[src/hw/rtl/hsv2rgb_pkg.sv]
// ----------------------------------------------------------------------------
// HSV to RGB converter package
// Pixel types, sector codes and the fixed-point constants shared by the
// converter.
// ----------------------------------------------------------------------------
package hsv2rgb_pkg;

    localparam int unsigned HUE_W = 9;
    localparam int unsigned CH_W  = 8;

    typedef struct packed {
        logic [HUE_W-1:0] hue;
        logic [CH_W-1:0]  saturation;
        logic [CH_W-1:0]  brightness;
    } hsv_t;

    typedef struct packed {
        logic [CH_W-1:0] red;
        logic [CH_W-1:0] green;
        logic [CH_W-1:0] blue;
    } rgb_t;

    typedef enum logic [2:0] {
        SEC_RED_YEL = 3'd0,
        SEC_YEL_GRN = 3'd1,
        SEC_GRN_CYN = 3'd2,
        SEC_CYN_BLU = 3'd3,
        SEC_BLU_MAG = 3'd4,
        SEC_MAG_RED = 3'd5
    } sector_t;

    localparam int unsigned FULL_CIRCLE = 360;
    localparam int unsigned SECTOR_DEG  = 60;
    localparam int unsigned SAT_ONE     = 255;
    localparam int unsigned DENOM       = SAT_ONE * SECTOR_DEG;

    localparam int unsigned REM_W   = 6;
    localparam int unsigned SPROD_W = 14;
    localparam int unsigned PNUM_W  = 16;
    localparam int unsigned QNUM_W  = 22;

    localparam logic [HUE_W-1:0] HUE_WRAP = HUE_W'(FULL_CIRCLE);
    localparam logic [HUE_W-1:0] HUE_S1   = HUE_W'(SECTOR_DEG * 1);
    localparam logic [HUE_W-1:0] HUE_S2   = HUE_W'(SECTOR_DEG * 2);
    localparam logic [HUE_W-1:0] HUE_S3   = HUE_W'(SECTOR_DEG * 3);
    localparam logic [HUE_W-1:0] HUE_S4   = HUE_W'(SECTOR_DEG * 4);
    localparam logic [HUE_W-1:0] HUE_S5   = HUE_W'(SECTOR_DEG * 5);

    localparam logic [REM_W-1:0]   REM_FULL   = REM_W'(SECTOR_DEG);
    localparam logic [CH_W-1:0]    SAT_FULL   = CH_W'(SAT_ONE);
    localparam logic [SPROD_W-1:0] DENOM_FULL = SPROD_W'(DENOM);

    // Division by a constant is a multiplication by a rounded-up reciprocal.
    // The shifts are chosen so that the result is exact over the whole
    // numerator range.
    localparam int unsigned PDIV_SHIFT = 24;
    localparam int unsigned PDIV_W     = 17;
    localparam longint unsigned PDIV_VAL =
        ((64'd1 << PDIV_SHIFT) + SAT_ONE - 1) / SAT_ONE;
    localparam logic [PDIV_W-1:0] PDIV_MUL = PDIV_W'(PDIV_VAL);

    localparam int unsigned QDIV_SHIFT = 36;
    localparam int unsigned QDIV_W     = 23;
    localparam longint unsigned QDIV_VAL =
        ((64'd1 << QDIV_SHIFT) + DENOM - 1) / DENOM;
    localparam logic [QDIV_W-1:0] QDIV_MUL = QDIV_W'(QDIV_VAL);

endpackage

[src/hw/rtl/hsv_to_rgb_converter_unit.sv]
// ----------------------------------------------------------------------------
// HSV to RGB converter
// Five-stage pipeline that turns one HSV pixel into one RGB pixel per clock.
// ----------------------------------------------------------------------------
// A pixel is taken on every clock edge at which start is high; busy is always
// low because the pipeline never stalls. Each pixel produces exactly one
// result on rgb, marked by a one-cycle done strobe, and pixels leave in the
// order they entered. The five register stages are sector split, saturation
// products, numerators, reciprocal multiplies and the sector select. The
// receiver must take every result in the cycle it is shown.
module hsv_to_rgb_converter_unit (
    input  logic               clk,
    input  logic               rst_n,
    input  logic               start,
    output logic               busy,
    input  hsv2rgb_pkg::hsv_t  hsv,
    output logic               done,
    output hsv2rgb_pkg::rgb_t  rgb
);

    logic [3:0] vld_reg;
    logic [3:0] vld_next;
    logic       done_reg;

    hsv2rgb_pkg::sector_t                     sec1_next, sec1_reg;
    logic [hsv2rgb_pkg::REM_W-1:0]            rem1_next, rem1_reg;
    logic [hsv2rgb_pkg::CH_W-1:0]             sat1_reg, val1_reg;
    logic [hsv2rgb_pkg::HUE_W-1:0]            hue_w;
    logic [hsv2rgb_pkg::HUE_W-1:0]            base;

    hsv2rgb_pkg::sector_t                     sec2_reg;
    logic [hsv2rgb_pkg::SPROD_W-1:0]          srem2_next, srem2_reg;
    logic [hsv2rgb_pkg::SPROD_W-1:0]          scmp2_next, scmp2_reg;
    logic [hsv2rgb_pkg::PNUM_W-1:0]           pnum2_next, pnum2_reg;
    logic [hsv2rgb_pkg::CH_W-1:0]             val2_reg;

    hsv2rgb_pkg::sector_t                     sec3_reg;
    logic [hsv2rgb_pkg::QNUM_W-1:0]           qnum3_next, qnum3_reg;
    logic [hsv2rgb_pkg::QNUM_W-1:0]           tnum3_next, tnum3_reg;
    logic [hsv2rgb_pkg::PNUM_W-1:0]           pnum3_reg;
    logic [hsv2rgb_pkg::CH_W-1:0]             val3_reg;

    localparam int unsigned PPROD_W = hsv2rgb_pkg::PNUM_W + hsv2rgb_pkg::PDIV_W;
    localparam int unsigned QPROD_W = hsv2rgb_pkg::QNUM_W + hsv2rgb_pkg::QDIV_W;

    logic [PPROD_W-1:0]                       pprod;
    logic [QPROD_W-1:0]                       qprod;
    logic [QPROD_W-1:0]                       tprod;
    hsv2rgb_pkg::sector_t                     sec4_reg;
    logic [hsv2rgb_pkg::CH_W-1:0]             p4_next, p4_reg;
    logic [hsv2rgb_pkg::CH_W-1:0]             q4_next, q4_reg;
    logic [hsv2rgb_pkg::CH_W-1:0]             t4_next, t4_reg;
    logic [hsv2rgb_pkg::CH_W-1:0]             val4_reg;

    hsv2rgb_pkg::rgb_t                        rgb_next, rgb_reg;

    assign busy = 1'b0;
    assign done = done_reg;
    assign rgb  = rgb_reg;

    assign vld_next = {vld_reg[2:0], start};

    // Stage 1: map a hue of 360 or more to zero and split it into sector and remainder.
    always_comb
    begin
        hue_w = (hsv.hue >= hsv2rgb_pkg::HUE_WRAP) ? '0 : hsv.hue;
        priority if (hue_w >= hsv2rgb_pkg::HUE_S5)
        begin
            sec1_next = hsv2rgb_pkg::SEC_MAG_RED;
            base      = hsv2rgb_pkg::HUE_S5;
        end
        else if (hue_w >= hsv2rgb_pkg::HUE_S4)
        begin
            sec1_next = hsv2rgb_pkg::SEC_BLU_MAG;
            base      = hsv2rgb_pkg::HUE_S4;
        end
        else if (hue_w >= hsv2rgb_pkg::HUE_S3)
        begin
            sec1_next = hsv2rgb_pkg::SEC_CYN_BLU;
            base      = hsv2rgb_pkg::HUE_S3;
        end
        else if (hue_w >= hsv2rgb_pkg::HUE_S2)
        begin
            sec1_next = hsv2rgb_pkg::SEC_GRN_CYN;
            base      = hsv2rgb_pkg::HUE_S2;
        end
        else if (hue_w >= hsv2rgb_pkg::HUE_S1)
        begin
            sec1_next = hsv2rgb_pkg::SEC_YEL_GRN;
            base      = hsv2rgb_pkg::HUE_S1;
        end
        else
        begin
            sec1_next = hsv2rgb_pkg::SEC_RED_YEL;
            base      = '0;
        end
        rem1_next = hsv2rgb_pkg::REM_W'(hue_w - base);
    end

    // Stage 2: saturation products.
    always_comb
    begin
        srem2_next = hsv2rgb_pkg::SPROD_W'(sat1_reg * rem1_reg);
        scmp2_next = hsv2rgb_pkg::SPROD_W'(sat1_reg * (hsv2rgb_pkg::REM_FULL - rem1_reg));
        pnum2_next = hsv2rgb_pkg::PNUM_W'(val1_reg * (hsv2rgb_pkg::SAT_FULL - sat1_reg));
    end

    // Stage 3: numerators of q and t over the common denominator.
    always_comb
    begin
        qnum3_next = hsv2rgb_pkg::QNUM_W'(val2_reg * (hsv2rgb_pkg::DENOM_FULL - srem2_reg));
        tnum3_next = hsv2rgb_pkg::QNUM_W'(val2_reg * (hsv2rgb_pkg::DENOM_FULL - scmp2_reg));
    end

    // Stage 4: truncating division by reciprocal multiplication.
    always_comb
    begin
        pprod   = PPROD_W'(pnum3_reg) * PPROD_W'(hsv2rgb_pkg::PDIV_MUL);
        qprod   = QPROD_W'(qnum3_reg) * QPROD_W'(hsv2rgb_pkg::QDIV_MUL);
        tprod   = QPROD_W'(tnum3_reg) * QPROD_W'(hsv2rgb_pkg::QDIV_MUL);
        p4_next = pprod[hsv2rgb_pkg::PDIV_SHIFT +: hsv2rgb_pkg::CH_W];
        q4_next = qprod[hsv2rgb_pkg::QDIV_SHIFT +: hsv2rgb_pkg::CH_W];
        t4_next = tprod[hsv2rgb_pkg::QDIV_SHIFT +: hsv2rgb_pkg::CH_W];
    end

    // Stage 5: place the terms by sector.
    always_comb
    begin
        unique case (sec4_reg)
            hsv2rgb_pkg::SEC_RED_YEL: rgb_next = '{red: val4_reg, green: t4_reg,   blue: p4_reg};
            hsv2rgb_pkg::SEC_YEL_GRN: rgb_next = '{red: q4_reg,   green: val4_reg, blue: p4_reg};
            hsv2rgb_pkg::SEC_GRN_CYN: rgb_next = '{red: p4_reg,   green: val4_reg, blue: t4_reg};
            hsv2rgb_pkg::SEC_CYN_BLU: rgb_next = '{red: p4_reg,   green: q4_reg,   blue: val4_reg};
            hsv2rgb_pkg::SEC_BLU_MAG: rgb_next = '{red: t4_reg,   green: p4_reg,   blue: val4_reg};
            default:                  rgb_next = '{red: val4_reg, green: p4_reg,   blue: q4_reg};
        endcase
    end

    always_ff @(posedge clk or negedge rst_n)
    begin
        if (!rst_n)
        begin
            vld_reg  <= '0;
            done_reg <= 1'b0;
        end
        else
        begin
            vld_reg  <= vld_next;
            done_reg <= vld_reg[3];
        end
    end

    always_ff @(posedge clk)
    begin
        sec1_reg  <= sec1_next;
        rem1_reg  <= rem1_next;
        sat1_reg  <= hsv.saturation;
        val1_reg  <= hsv.brightness;

        sec2_reg  <= sec1_reg;
        srem2_reg <= srem2_next;
        scmp2_reg <= scmp2_next;
        pnum2_reg <= pnum2_next;
        val2_reg  <= val1_reg;

        sec3_reg  <= sec2_reg;
        qnum3_reg <= qnum3_next;
        tnum3_reg <= tnum3_next;
        pnum3_reg <= pnum2_reg;
        val3_reg  <= val2_reg;

        sec4_reg  <= sec3_reg;
        p4_reg    <= p4_next;
        q4_reg    <= q4_next;
        t4_reg    <= t4_next;
        val4_reg  <= val3_reg;

        rgb_reg   <= rgb_next;
    end

endmodule
[config.mk]
export PLATFORM = sky130hd
export DESIGN_NAME = hsv_to_rgb_converter_unit
export DESIGN_NICKNAME = d
export VERILOG_FILES = /design/src/hw/rtl/hsv2rgb_pkg.sv /design/src/hw/rtl/hsv_to_rgb_converter_unit.sv
export SDC_FILE = /design/constraint.sdc
export NUM_CORES = 2
export LEC_CHECK = 0
export ABC_AREA = 0
export BUFFER_PORTS_ARGS = -buffer_cell sky130_fd_sc_hd__buf_4
export CORE_UTILIZATION = 30
export CTS_CLUSTER_SIZE = 28
export DETAILED_ROUTE_END_ITERATION = 8
export GPL_TIMING_DRIVEN = 0
export MAX_ROUTING_LAYER = met4
export PLACE_DENSITY = 0.51
export SETUP_SLACK_MARGIN = 0.05
export SYNTH_ARGS = -nofsm -noshare
export SYNTH_HDL_FRONTEND = slang
export SYNTH_SLANG_ARGS = --single-unit
[constraint.sdc]
create_clock -name clk -period 7.1 [get_ports clk]
set_clock_uncertainty 0.05 [all_clocks]
set_input_delay 1.065 -clock clk [delete_from_list [all_inputs] [get_ports clk]]
set_output_delay 1.065 -clock clk [all_outputs]
set_load 0.02 [all_outputs]
* Word level (Yosys, flattened, before mapping) *
Cells that the tools add are included.

operators by class
  add/subtract/negate cells = 5
  multiply operators = 8
  divide/modulo/power cells = 0
  $lt $le $gt $ge = 6
  equal/unequal tests = 4
  shift operators = 0
  multiplexer cells = 11
  bitwise logic cells = 0
  reductions and logical operators = 2

operator list
  kind                                                                                  number
  24-bit one-hot mux with 5 select lines                                                1
  22-bit by 22-bit multiplier with 43-bit output (second input constant)                2
  9-bit by 15-bit multiplier with 22-bit output                                         2
  16-bit by 16-bit multiplier with 31-bit output (second input constant)                1
  6-bit two-way mux                                                                     5
  14-bit by 14-bit subtractor with 15-bit output (first input constant)                 2
  9-bit by 8-bit greater-or-equal comparator with 1-bit output (second input constant)  2
  9-bit greater-or-equal comparator (second input constant)                             2
  9-bit by 9-bit multiplier with 16-bit output                                          1
  8-bit by 6-bit multiplier with 14-bit output                                          1
  9-bit by 7-bit multiplier with 14-bit output                                          1
  9-bit by 6-bit greater-or-equal comparator with 1-bit output (second input constant)  1
  9-bit by 7-bit greater-or-equal comparator with 1-bit output (second input constant)  1
  9-bit two-way mux                                                                     1
  8-bit by 8-bit subtractor with 9-bit output (first input constant)                    1
  6-bit by 6-bit subtractor with 7-bit output (first input constant)                    1
  3-bit by 2-bit equality test with 1-bit output (second input constant)                2
  6-bit subtractor                                                                      1
  2-bit two-way mux                                                                     2
  3-bit by 1-bit equality test with 1-bit output (second input constant)                1
  3-bit equality test (second input constant)                                           1
  3-bit logical NOT                                                                     1
  1-bit two-way mux                                                                     2
  2-bit OR reduction                                                                    1

word-level totals
  flip-flop bits (word level) = 215
  bits in latches = 0
  memory bits (writable) = 0
  bits in read-only memories = 0
  input port bits = 28
  memories = 0

* Logic depth before layout (Yosys ltp) *
  depth in word-level cells = 9
  gate-level depth with buffers = 25
  gate-level depth less buffers = 24

* Least setup slack after synthesis *
OpenSTA, ideal clock, no wires.

  path type = reg2reg
  from = register scmp2_reg[0] (netlist bit)
  to = register tnum3_reg[21] (netlist bit)
  library setup time = 0.072 ns
  arrival = 5.737 ns
  data required time = 6.978 ns
  setup slack = 1.241 ns
  stages on the path, launching flop included = 24
  cell sequence = dfxtp_1 > clkbuf_1 > inv_1 > ha_1 > o21ai_0 > nor3b_1 > o21ai_0 > xor2_1 > nand2_1 > fa_1 > inv_1 > fa_1 > inv_1 > fa_1 > fa_1 > inv_1 > ha_1 > a21oi_1 > o22a_1 > o211ai_1 > a2111oi_2 > o31ai_1 > a21oi_1 > xnor2_1

on the way
  longest elaborated chain between the ends = 2

ends and longest elaborated chain
  what                                            line                              source
  from (decl)                                     hsv_to_rgb_converter_unit.sv:33   logic [hsv2rgb_pkg::SPROD_W-1:0] scmp2_next, scmp2_reg;
  from (signal assigned)                          hsv_to_rgb_converter_unit.sv:162  scmp2_reg <= scmp2_next;
  14-bit by 14-bit subtractor with 15-bit output  hsv_to_rgb_converter_unit.sv:112  tnum3_next = hsv2rgb_pkg::QNUM_W'(val2_reg * (hsv2rgb_pkg::DENOM_FULL - scmp2_reg));
  9-bit by 15-bit multiplier with 22-bit output   hsv_to_rgb_converter_unit.sv:112
  net tnum3_next, one bit                         hsv_to_rgb_converter_unit.sv:39   logic [hsv2rgb_pkg::QNUM_W-1:0] tnum3_next, tnum3_reg;
  to (signal assigned)                            hsv_to_rgb_converter_unit.sv:168  tnum3_reg <= tnum3_next;
  to (decl)                                       hsv_to_rgb_converter_unit.sv:39

The timed path passes the listed nets, and every way through them passes these cells.
A chain may end at the register's enable or synchronous reset.

* Worst setup path in the final report *
Ends and elaborated chain as after synthesis.

==> impl_metrics.csv <==
group,metric,value,unit
yosys,synthMuxAreaShare,1.05,%
grt,grt.overflow.total,0,
grt,grt_pass1_wl,118000,um
yosys,synth-seq-area-share,13.2,%
place,placed_area,34600,um^2
timing,setup_viol,0,
yosys,synth-simple-area-share,10.5,%
die,die_w,331,um
place,io_buffer_count,52,
die,initial_core_util,30.3,%
yosys,synthAdderAreaFrac,56.3,%
yosys,synth.net_count,4500,
timing,worst_pin_slew,1.00,ns
place,post-dp-hpwl,59600,um
grt,grt_max_degree,16,
grt,busiest_layer,"met2",
drt,drt-pass1-iter-count,5,
clocking,postCtsHoldBufs,0,
final_layout,final_common_cell,"inv_1",
final_layout,syn2layout_area_growth,9.42,%
critical_path,cp.required,7.52,ns
final_layout,stdcell_area,35500,um^2
clocking,cts_setup_buffers,0,
timing,relSlewSlack,32.9,%
run,maxCapViolCount,0,
drt,drt-wirelength-per-cell,14.5,um
timing,finalHoldViolations,0,
timing,worst_slack,0.370,ns
clocking,path_clk_slew,0.07,ns
drt,drt-initial-drc-count,835,
outcome,status,"finished clean",
final_layout,fin_util,33.1,%
die,rows,120,
grt,groute.layer.met2.usage,22.1,%
yosys,synth_edf_count,0,
yosys,ys_warn_count,0,
grt,use_met1,19.2,%
timing,fmax,0.149,GHz
timing,rsz0062_at_grt,"yes",
grt,grt_pass1_vias,22800,
clocking,cts_tree,"built",
yosys,syn_area_per_cell,9.80,um^2
yosys,ys.flop_type,"dfxtp_1",
final_layout,n_fill_cell,11200,
final_layout,mostFrequentLayoutCells,"762 x inv_1, 658 x ha_1, 501 x fa_1",
grt,gr-usage-all-layers,13.8,%
yosys,ys_ff_latch,213,
die,fp.dieH,331,um
clocking,htree_levels,1,
timing,min_period_over_period,94.8,%
critical_path,cpPeakStageDelay,0.56,ns
yosys,synthesis.area,32500,um^2
critical_path,crit_type,"register to register",
timing,fin_crit,6.73,ns
final_layout,largest_reg_flops,24,
clocking,clk_latency,0.57,ns
critical_path,worstSetupEndpointType,"register",
die,io_pins,54,
yosys,synth_compound_area_share,5.93,%
clocking,cts.sinks,213,
drt,drc_errors,0,
critical_path,crit_fanout,10,
drt,wl,69800,um
grt,antenna_found_initial,1,
critical_path,cp_slowest_cell,"fa_1",
timing,drv_slew,0,
yosys,synthCells,3313,
final_layout,multi_input_area,25100,um^2
clocking,cts_buffers,26,
final_layout,nNetsFinal,4580,
die,die_area,110000,um^2
clocking,root_buffer,"clkbuf_16",
critical_path,crit_chain,"clkbuf_1, inv_1, ha_1, o21ai_0, nor3b_2, o21ai_0, xor2_2, nand2_1, fa_1, inv_1, fa_1, inv_1, fa_1, fa_1, inv_1, ha_1, a21oi_1, o22a_1, o211ai_1, a2111oi_2, o31ai_1, a21oi_1, xnor2_1",
place,dp_slack,-0.106,ns
drt,vias,21300,
yosys,synth_top_family_by_area,"adder cells",
critical_path,cp_data_arrival_time,7.15,ns
critical_path,cp-start-kind,"register",
yosys,synth-xor-area-share,3.45,%
final_layout,seqCellArea,4290,um^2
place,gp_congestion,0.824,
die,core,107000,um^2
drt,ant_nets,0,
min_path,hold_path.class,"primary input to asynchronous set/reset pin",
yosys,async_reset_ff_share,2.35,%
final_layout,drive_above_1_share,3.75,%
clocking,clockBufferDepth,3,
yosys,synth_cell_types,67,
drt,avgViaCountPerCell,4.43,
grt,grt_util_met3,1.23,%
critical path: cells and delay by family, from the launching register on:
family          cells  cell delay [ns]
fa+ha+maj           6             2.66
compound gates      8             1.89
buf+inv             5             0.68
xor+xnor            2             0.54
simple gates        2             0.49
flops               1             0.32
metrics by stage:
stage	std cells	setup TNS [ns]	hold WS (ns)
after global routing	4816	-0.0675	0.188
after floorplan	3313	0	0.260
after CTS	4815	0	0.186
final	4816	0	0.226
after detailed placement	4768	-0.106	0.262
after global placement	4768	-0.104	0.261
worst paths after layout:
path	cells past startpoint	from	end	slack [ns]
max	23	scmp2_reg[0]	tnum3_reg[21]	0.37
min	1	rst_n	vld_reg[1]	0.23
max reg2reg	23	scmp2_reg[0]	tnum3_reg[21]	0.37
min reg2reg	0	val3_reg[5]	val4_reg[5]	0.25
max in group asynchronous	1	rst_n	vld_reg[2]	6.67
min in group clk	0	val3_reg[5]	val4_reg[5]	0.25
cell type report:
| class | instances | share of cell area [%] |
|---|---|---|
| antenna | 1 | 0.00705 |
| clock buffer | 30 | 1.96 |
| multi-input combinational | 2273 | 70.6 |
| inverter | 762 | 8.05 |
| sequential | 213 | 12.1 |
| buffer | 65 | 0.698 |
| timing repair buffer | 52 | 1.10 |
| tap | 1403 | 4.94 |
| clock inverter | 17 | 0.539 |
cells by family after synthesis:
family                   Yosys count
buffers and inverters            827
AND/OR/NAND/NOR                  666
adder cells (fa/ha/maj)         1159
AO/OA/AOI/OAI                    286
multiplexers                      33
flip-flops                       213
XOR/XNOR                         128
other                              1
synthesized netlist by cell type (3+ instances only):
master | n | area (um^2)
o21a_1 | 14 | 105
dfrtp_1 | 5 | 125
a211oi_1 | 11 | 82.6
dfxtp_1 | 208 | 4160
nand4_1 | 13 | 81.3
nand3b_1 | 8 | 60.1
mux2_2 | 8 | 90.1
nor3b_1 | 11 | 82.6
o31ai_1 | 3 | 22.5
a221oi_1 | 5 | 43.8
nand3_1 | 23 | 115
fa_1 | 501 | 10000
and2_1 | 181 | 1130
o2111ai_1 | 4 | 35.0
and3_1 | 13 | 81.3
buf_1 | 7 | 26.3
nor2_1 | 93 | 349
ha_1 | 658 | 8230
xor2_1 | 39 | 342
a32oi_1 | 8 | 70.1
a31oi_1 | 6 | 37.5
clkbuf_1 | 57 | 214
mux2i_1 | 25 | 250
nor2b_1 | 44 | 275
nand2b_1 | 42 | 263
a221o_1 | 8 | 80.1
a21oi_2 | 3 | 26.3
o21ai_0 | 51 | 255
o211ai_1 | 10 | 75.1
a21o_1 | 22 | 165
a21oi_1 | 90 | 450
a21boi_0 | 3 | 22.5
o21ai_1 | 5 | 25.0
inv_1 | 762 | 2860
nand2_1 | 201 | 754
o21bai_1 | 12 | 90.1
or3_1 | 4 | 25.0
nor3_1 | 26 | 130
xnor2_1 | 89 | 780
layer usage:
metal	vias up	routed length [um]
li1	10600	-
met1	10500	34700
met2	242	32100
met3	54	1930
met4	0	1100
met5	-	0
what timing repair did:
item	CTS	global route
pin swaps	0	0
setup endpoints to repair	1	6
resized for setup	1	3
Power is left out: the tool's default activity adds up to more than one toggle a clock period on the data nets, which glitch-free logic cannot reach.
